===== config.mk =====
export PLATFORM = sky130hd
export DESIGN_NAME = soft_timer_three_mode
export DESIGN_NICKNAME = d
export VERILOG_FILES = /design/src/stm_pkg.sv /design/src/soft_timer_three_mode.sv
export SDC_FILE = /design/constraint.sdc
export NUM_CORES = 1
export LEC_CHECK = 0
export ABC_AREA = 1
export ABC_CLOCK_PERIOD_IN_PS = 4500
export BUFFER_PORTS_ARGS = -buffer_cell sky130_fd_sc_hd__buf_2
export CAP_MARGIN = 30
export CORE_MARGIN = 4
export CORE_UTILIZATION = 25
export CTS_BUF_LIST = sky130_fd_sc_hd__clkbuf_8
export DETAILED_ROUTE_END_ITERATION = 8
export GPL_TIMING_DRIVEN = 1
export HOLD_SLACK_MARGIN = 0.1
export MAX_ROUTING_LAYER = met4
export PLACE_DENSITY = 0.47
export SLEW_MARGIN = 0
export SYNTH_ARGS = -nofsm -noshare
export SYNTH_HDL_FRONTEND = slang
export SYNTH_SLANG_ARGS = --single-unit

===== constraint.sdc =====
create_clock -name clock -period 4.5 [get_ports clock]
set_input_delay 0.9 -clock clock [delete_from_list [all_inputs] [get_ports clock]]
set_output_delay 0.9 -clock clock [all_outputs]
set_load 0.02 [all_outputs]

===== src/stm_pkg.sv =====
// stm_pkg: shared types and codes for the three-mode software timer
// depends on nothing; imported by soft_timer_three_mode and its bench
package stm_pkg;

   localparam int unsigned TIME_WIDTH_DEFAULT = 32;
   localparam int unsigned NOW_WIDTH          = 32;
   localparam int unsigned PERIOD_WIDTH       = 32;
   localparam int unsigned CSR_DATA_WIDTH     = 32;
   localparam int unsigned CSR_INDEX_WIDTH    = 1;

   typedef enum logic [1:0] {
      ST_STOPPED = 2'd0,
      ST_RUNNING = 2'd1,
      ST_ELAPSED = 2'd2
   } state_type;

   typedef enum logic [1:0] {
      OP_CHECK = 2'd0,
      OP_START = 2'd1,
      OP_STOP  = 2'd2
   } opcode_type;

   typedef enum logic [1:0] {
      MODE_ONESHOT  = 2'd0,
      MODE_PERIODIC = 2'd1,
      MODE_HARD     = 2'd2
   } mode_type;

   typedef enum logic [CSR_INDEX_WIDTH-1:0] {
      CSR_TIMER_MODE = 1'd0,
      CSR_PERIOD_MS  = 1'd1
   } csr_index_type;

   typedef struct packed {
      logic [1:0]           opcode;
      logic [NOW_WIDTH-1:0] now_ms;
   } req_type;

   typedef struct packed {
      logic       occurred;
      logic [1:0] timer_state;
   } rsp_type;

endpackage


===== src/soft_timer_three_mode.sv =====
// soft_timer_three_mode: a word moves from input register to result register
// throughput one word per cycle when not stalled; the run state is updated as each
// word leaves the input register, so the next word sees it in the following cycle
// reset (synchronous, active high) clears both stages, the run state (stopped),
// the start time and both registers (one-shot mode, zero period)
// depends on stm_pkg
module soft_timer_three_mode
   import stm_pkg::*;
#(
   parameter int unsigned TIME_WIDTH = TIME_WIDTH_DEFAULT
) (
   input  logic                       clock,
   input  logic                       reset,
   input  logic                       req_valid,
   output logic                       req_stall,
   input  req_type                    req_data,
   output logic                       rsp_valid,
   input  logic                       rsp_stall,
   output rsp_type                    rsp_data,
   input  logic                       csr_we,
   input  logic [CSR_INDEX_WIDTH-1:0] csr_index,
   input  logic [CSR_DATA_WIDTH-1:0]  csr_wdata
);

   localparam int unsigned BASE_WIDTH = (TIME_WIDTH > NOW_WIDTH) ? TIME_WIDTH : NOW_WIDTH;
   localparam int unsigned CMP_WIDTH  = BASE_WIDTH + 2;

   logic                    req_valid_ff;
   req_type                 req_ff;
   logic                    rsp_valid_ff;
   rsp_type                 rsp_ff;
   rsp_type                 rsp_in;
   state_type               state_ff;
   state_type               state_in;
   logic [TIME_WIDTH-1:0]   start_ff;
   logic [TIME_WIDTH-1:0]   start_in;
   logic [1:0]              mode_ff;
   logic [PERIOD_WIDTH-1:0] period_ff;

   logic                    advance;
   logic [CMP_WIDTH-1:0]    now_wide;
   logic [TIME_WIDTH-1:0]   now_t;
   logic [TIME_WIDTH-1:0]   dt;
   logic [CMP_WIDTH-1:0]    dt_wide;
   logic [CMP_WIDTH-1:0]    period_wide;
   logic [CMP_WIDTH-1:0]    period_twice;
   logic [CMP_WIDTH-1:0]    start_plus;
   logic                    due;
   logic                    late;
   logic                    occurred;

   assign advance   = req_valid_ff && (!rsp_valid_ff || !rsp_stall);
   assign req_stall = req_valid_ff && !advance;
   assign rsp_valid = rsp_valid_ff;
   assign rsp_data  = rsp_ff;

   // wrap-safe elapsed time
   assign now_wide     = CMP_WIDTH'(req_ff.now_ms);
   assign now_t        = now_wide[TIME_WIDTH-1:0];
   assign dt           = now_t - start_ff;
   assign dt_wide      = CMP_WIDTH'(dt);
   assign period_wide  = CMP_WIDTH'(period_ff);
   assign period_twice = period_wide << 1;
   assign start_plus   = CMP_WIDTH'(start_ff) + period_wide;
   assign due          = dt_wide >= period_wide;
   assign late         = dt_wide > period_twice;

   // next state
   always_comb begin
      state_in = state_ff;
      start_in = start_ff;
      occurred = 1'b0;
      unique case (req_ff.opcode)
         OP_CHECK: begin
            priority if (state_ff == ST_STOPPED) begin
               occurred = 1'b0;
            end else if (state_ff == ST_ELAPSED) begin
               occurred = 1'b1;
            end else if (due) begin
               occurred = 1'b1;
               unique case (mode_ff)
                  MODE_PERIODIC: start_in = now_t;
                  MODE_HARD: begin
                     if (late) begin
                        start_in = now_t;
                     end else begin
                        start_in = start_plus[TIME_WIDTH-1:0];
                     end
                  end
                  default: state_in = ST_ELAPSED;
               endcase
            end else begin
               occurred = 1'b0;
            end
         end
         OP_START: begin
            if (state_ff != ST_RUNNING) begin
               state_in = ST_RUNNING;
               start_in = now_t;
            end
         end
         OP_STOP: state_in = ST_STOPPED;
         default: ;
      endcase
   end

   // result word
   always_comb begin
      rsp_in.occurred    = occurred;
      rsp_in.timer_state = state_in;
   end

   always_ff @(posedge clock) begin
      if (reset) begin
         req_valid_ff <= 1'b0;
      end else if (!req_stall) begin
         req_valid_ff <= req_valid;
      end
      if (!req_stall && req_valid) begin
         req_ff <= req_data;
      end
   end

   always_ff @(posedge clock) begin
      if (reset) begin
         rsp_valid_ff <= 1'b0;
      end else if (advance) begin
         rsp_valid_ff <= 1'b1;
      end else if (!rsp_stall) begin
         rsp_valid_ff <= 1'b0;
      end
      if (advance) begin
         rsp_ff <= rsp_in;
      end
   end

   always_ff @(posedge clock) begin
      if (reset) begin
         state_ff <= ST_STOPPED;
         start_ff <= '0;
      end else if (advance) begin
         state_ff <= state_in;
         start_ff <= start_in;
      end
   end

   always_ff @(posedge clock) begin
      if (reset) begin
         mode_ff   <= MODE_ONESHOT;
         period_ff <= '0;
      end else if (csr_we) begin
         unique case (csr_index)
            CSR_TIMER_MODE: mode_ff   <= csr_wdata[1:0];
            CSR_PERIOD_MS:  period_ff <= csr_wdata[PERIOD_WIDTH-1:0];
            default: ;
         endcase
      end
   end

   a_advance_loads_rsp: assert property (@(posedge clock) disable iff (reset)
      advance |=> rsp_valid_ff)
      else $error("word left input register without a result");

   a_rsp_matches_state: assert property (@(posedge clock) disable iff (reset)
      $past(advance) |-> (rsp_ff.timer_state == state_ff))
      else $error("result state differs from run state");

   a_occurred_not_stopped: assert property (@(posedge clock) disable iff (reset)
      (rsp_valid_ff && rsp_ff.occurred) |-> (rsp_ff.timer_state != ST_STOPPED))
      else $error("event reported on a stopped timer");

   a_empty_no_stall: assert property (@(posedge clock) disable iff (reset)
      !req_valid_ff |-> !req_stall)
      else $error("stall with empty input register");

endmodule


== After elaboration in Yosys (flattened, before gate mapping) ==
Index checks and enable logic that the tools add are counted.

* Register bits: 107
* Input port bits: 72
* Output and inout port bits: 5
* Word-level logic and storage cells: 61

* $add $sub $neg: 2
* Order comparisons: 2
* Eq/ne operators: 12
* Muxes and demuxes: 17
* Bitwise operators: 2
* Reductions and logical operators: 16

{| class="wikitable"
|+ Operator list
! operator !! number
|-
| 32-bit 2-to-1 mux || 5
|-
| 32-bit one-hot mux with 2 select lines || 2
|-
| 32-bit by 33-bit > comparator with 1-bit output || 1
|-
| 32-bit adder || 1
|-
| 32-bit >= comparator || 1
|-
| 32-bit subtractor || 1
|-
| 2-bit 2-to-1 mux || 5
|-
| 2-bit != test (second input constant) || 4
|-
| 7-bit AND reduction || 1
|-
| 2-bit equality test (second input constant) || 3
|-
| 2-bit one-hot mux with 3 select lines || 1
|-
| 2-bit by 1-bit equality test with 1-bit output (second input constant) || 2
|-
| 1-bit zero test || 4
|-
| 2-bit zero test || 2
|-
| 1-bit 2-to-1 mux || 4
|-
| 2-bit by 1-bit != test with 1-bit output (second input constant) || 2
|-
| 2-bit AND reduction || 2
|-
| 2-bit OR reduction || 2
|-
| 1-bit logical AND || 3
|-
| 3-bit by 1-bit != test with 1-bit output (second input constant) || 1
|-
| 1-bit NOT || 2
|-
| 2-bit nonzero test || 1
|-
| 1-bit logical OR || 1
|}

== Depth between registers and ports, before layout ==
* Depth after elaboration: 8
* Mapped depth: 27
* Gate-level depth less buffers: 26

== Worst setup path after synthesis ==
Ideal clock, no wire load.

* Kind: reg2reg
* From: register req_ff, in the netlist now_t[0]
* To: register start_ff[2]
* Library setup time: 114 ps
* Data arrival time: 3,391 ps
* Data required time: 4,386 ps
* Path slack: 995 ps
* Stages on the path, launching flop included: 26
* Path buffers: 2
* Period minus slack after synthesis: 3,505 ps
* Cell sequence: edfxtp_1 > inv_1 > ha_1 > inv_1 > fa_1 > nand3_1 > nand2_1 > a21boi_1 > inv_1 > a21oi_1 > nand3b_1 > nand2_1 > nand2_1 > nand2_1 > ha_1 > nand2_1 > nor2_1 > nand2_1 > nor2_1 > nand4_1 > nand4_1 > nand3b_1 > buf_6 > buf_2 > a21oi_1 > nor2_1

* Longest elaborated chain between the ends: 8
* Elaborated cells between the ends (all ways): 11
* Those cells by class: add/sub (1); order compare (2); eq/ne (1); mux (6); reduce/logical (1)

{| class="wikitable"
|+ RTL lines
! element !! line !! RTL
|-
| start, declared || soft_timer_three_mode.sv:29 || <nowiki>req_type req_ff;</nowiki>
|-
| start signal, assigned || soft_timer_three_mode.sv:120 || <nowiki>req_ff <= req_data;</nowiki>
|-
| 32-bit subtractor (*) || soft_timer_three_mode.sv:60 || <nowiki>assign dt = now_t - start_ff;</nowiki>
|-
| 32-bit by 33-bit > comparator with 1-bit output || soft_timer_three_mode.sv:66 || <nowiki>assign late = dt_wide > period_twice;</nowiki>
|-
| 32-bit 2-to-1 mux || soft_timer_three_mode.sv:84 || <nowiki>if (late) begin</nowiki>
|-
| 32-bit one-hot mux with 2 select lines || soft_timer_three_mode.sv:81 || <nowiki>unique case (mode_ff)</nowiki>
|-
| 32-bit 2-to-1 mux || soft_timer_three_mode.sv:79 || <nowiki>end else if (due) begin</nowiki>
|-
| 32-bit 2-to-1 mux || soft_timer_three_mode.sv:77 || <nowiki>end else if (state_ff == ST_ELAPSED) begin</nowiki>
|-
| 32-bit 2-to-1 mux || soft_timer_three_mode.sv:75 || <nowiki>priority if (state_ff == ST_STOPPED) begin</nowiki>
|-
| 32-bit one-hot mux with 2 select lines || soft_timer_three_mode.sv:73 || <nowiki>unique case (req_ff.opcode)</nowiki>
|-
| end signal, assigned || soft_timer_three_mode.sv:143 || <nowiki>start_ff <= start_in;</nowiki>
|-
| end, declared || soft_timer_three_mode.sv:35 || <nowiki>logic [TIME_WIDTH-1:0] start_ff;</nowiki>
|}

Mark *: on every way between the ends. The rest lies on a longest branch, timed or not. The select of a mux whose other input is x is not followed.
A chain may end at the register's enable or synchronous reset.

== Final worst setup path ==
* From: register req_ff, in the netlist now_t[10]
* To: register start_ff[31]

The elaborated chain is that of the path after synthesis.

==> flow_summary.yaml <==
timing:
  hold_violations: 0
  timing.fmax_ghz: 0.243
  timing.final.ws_setup_ns: 0.387
  period_share_pct: 91.4
  tightest_slew_ns: 0.985
  finalClockSkew_ns: 0.0164
  fin_setup_tns_ns: 0
  final.min_clock_period_ns: 4.11
  grt_setup_unrepaired: "no"
  max_slew_margin_pct: 34.2
  finalSetupViolCount: 0
  drv_slew: 0
  holdWs_ns: 0.477
detailed_routing:
  ant_nets: 0
  wirelength_um: 31800
  wl_per_cell_um: 15.2
  drc_errors: 0
  num_vias: 9473
  drt_iter0_markers: 523
  drtPass1Iterations: 6
  via_per_inst: 4.53
worst_hold_path:
  min_from: "mode_ff[0]"
  hold_path_depth: 2
  holdCritPathClass: "flop to flop"
  hold_end: "mode_ff[0]"
critical_path:
  cp-start-kind: "flop"
  critPathSlowestCell: "edfxtp_1"
  critical_path_peak_fanout: 64
  reg2reg_depth: 19
  r2r_slack_ns: 0.39
  worstReg2RegStart: "now_t[10]"
  crit_top_cell: "nand2_1"
  cp_top_family: "compound AO/OA/AOI/OAI gates"
  crit_required_ns: 4.81
  r2r-end: "start_ff[31]"
  critPathKind: "flop to flop"
  worst-path-buf-inv: 1
  cp.arrival_ns: 4.42
  max_stage_delay_ns: 0.51
  cp-end-kind: "flop"
  crit_chain: "ha_1, nand2_1, nor2_2, nand4_1, o21ai_2, a21boi_1, o21ai_1, xor2_1, ha_1, a21oi_1, o21a_1, nand2_1, a21oi_1, nand4_1, nand3b_1, buf_12, nand2_1, nand2_1, nor2_1"
clocking:
  cts_hold_buf: 0
  clk_path_buf_depth: 2
  clock_latency_ns: 0.42
  cts_sinks: 107
  tritoncts: "built"
  htreeDepth: 3
  clk_pin_slew_ns: 0.11
  cts_buffers: 9
  clock-root-buffer: "clkbuf_8"
global_routing:
  grt_pass1_vias: 9364
  grt_max_degree: 65
  antenna_found_initial: 1
  grt_use_total_pct: 15.0
  grt_pass1_wl_um: 50000
  grt-ovfl-total: 0
synthesis:
  synth_top_family_by_area: "simple AND/OR/NAND/NOR gates"
  synth_top_area_share_pct: 16.4
  synthAdderAreaFrac_pct: 16.3
  ys_warn_count: 0
  synth_xor_area_share_pct: 4.24
  synth_simple_gate_area_share_pct: 31.4
  synth_seq_cells: 107
  synth_cell_type_count: 46
  synthTopCellsByArea: "nand2_1 16%, ha_1 16%, dfxtp_1 14%"
  synth_top_cell_by_area: "nand2_1"
  synthMuxAreaShare_pct: 0
  syn_area_per_cell_um2: 6.60
  synth_seq_area_share_pct: 25.4
  synth-compound-area-share_pct: 12.2
  syn_inst: 1502
  netlist_area_um2: 9910
  syn_nets: 1702
placed_design:
  dp_hpwl_um: 26500
  gp_congestion: 0.890
  dpl_worst_slack_ns: 0.105
  place_area_um2: 10800
  portBuffers: 76
floorplanning:
  fp.dieW_um: 207
  io_pins: 77
  dieArea_um2: 42900
  start_util_pct: 25.5
  die_y_um: 207
  std_cell_rows: 72
  core-area_um2: 38900
cells_and_area:
  drive_gt1_share_pct: 9.80
  syn_to_final_growth_pct: 11.2
  num_antenna_cells: 0
  fin_area_um2: 11000
  fin_nets: 1767
pwr:
  leakage_nw: 5.51
  irDropWorstVdd_mv: 0.121
  power_density_nw_per_um2: 258
  finalPower_w: 0.00284
run_status:
  status: "complete, no violations"
job:
  drv_cap: 0
## stage by stage
stage	utilization, %	cells
final	28.3	2090
after global routing	28.3	2090
after detailed placement	27.7	2072
after global placement	27.7	2072
after CTS	28.2	2088
after floorplan	-	1502
## worst max-delay path by stage
stage | start | endpoint | slack (ns) | cells past startpoint
after floorplan | now_t[0] | start_ff[2] | 0.99 | 25
after global placement | now_t[10] | start_ff[31] | 0.09 | 20
after detailed placement | now_t[10] | start_ff[31] | 0.10 | 20
after CTS | now_t[10] | start_ff[31] | 0.06 | 20
after global routing | now_t[2] | start_ff[29] | 0.04 | 22
final | now_t[10] | start_ff[31] | 0.39 | 19
## power by group
part / total (W) / switching (W) / internal [W] / leakage (nW)
combinational: 0.00112 / 0.000699 / 0.000419 / 4.48
clock: 0.000605 / 0.000392 / 0.000212 / 0.0990
sequential: 0.00112 / 0.0000600 / 0.00106 / 0.935
total: 0.00284 / 0.00115 / 0.00169 / 5.51
## layer usage
metal / GRT usage (%) / vias to the layer above / wire length, µm
li1: - / 4953 / -
met1: 20.6 / 4274 / 15800
met2: 22.9 / 188 / 13900
met3: 1.36 / 58 / 1050
met4: 5.65 / 0 / 978
met5: - / - / 0
## cells in the mapped netlist, drive strengths merged
library cell and n:
a21boi 3, a21o 7, a21oi 126, a221oi 2
a31oi 4, and2 2, and3 1, buf 20
clkbuf 10, dfxtp 70, edfxtp 37, fa 2
ha 126, inv 218, nand2 464, nand3 78
nand3b 5, nand4 17, nor2 165, nor3 11
nor4 1, o211ai 1, o21a 6, o21ai 68
o21bai 7, o2bb2ai 1, o31ai 1, or2 1
xnor2 13, xor2 35
## area by class of cell
type	count	area, µm²
fill	4417	27900
multi-input combinational	1148	6410
sequential	107	2510
inverter	218	818
tap	518	648
timing repair buffer	83	445
clock buffer	9	124
clock inverter	7	61.3
## cells by family (layout without fill, tap and decap cells)
| logic type | after synthesis | after routing |
|---|---|---|
| AOI/OAI and AO/OA | 226 | 226 |
| xor gates and xnor gates | 48 | 48 |
| adders and majority gates | 128 | 128 |
| buffers and inverters | 248 | 317 |
| DFF | 107 | 107 |
| and+or+nand+nor | 745 | 746 |
## registers in the layout, indices dropped and copies added (netlist names)
register	count
now_t	32
period_ff	32
start_ff	32
rsp_data	3
mode_ff	2
req_ff	2
state_ff	2
req_valid_ff	1
rsp_valid	1
## worst min-delay path, cell delays in order, from the launching register on
cell and delay [ns]:
dfxtp_1 0.31, inv_1 0.07, a21oi_1 0.06
## placed cells by master (no fill, tap or decap), types with 16 or more instances in the layout
cell / instances
nand2_1: 432
inv_1: 208
nor2_1: 161
ha_1: 126
a21oi_1: 123
nand3_1: 78
buf_2: 76
dfxtp_1: 70
o21ai_0: 62
edfxtp_1: 37
xor2_1: 35
nand2_2: 30
nand4_1: 16
## timing repair
action                     in CTS  in global routing
gates resized for setup         0                  7
setup endpoints to repair       0                 32
buffers inserted                0                  1
No activity file was read; power rests on OpenSTA's default activity.
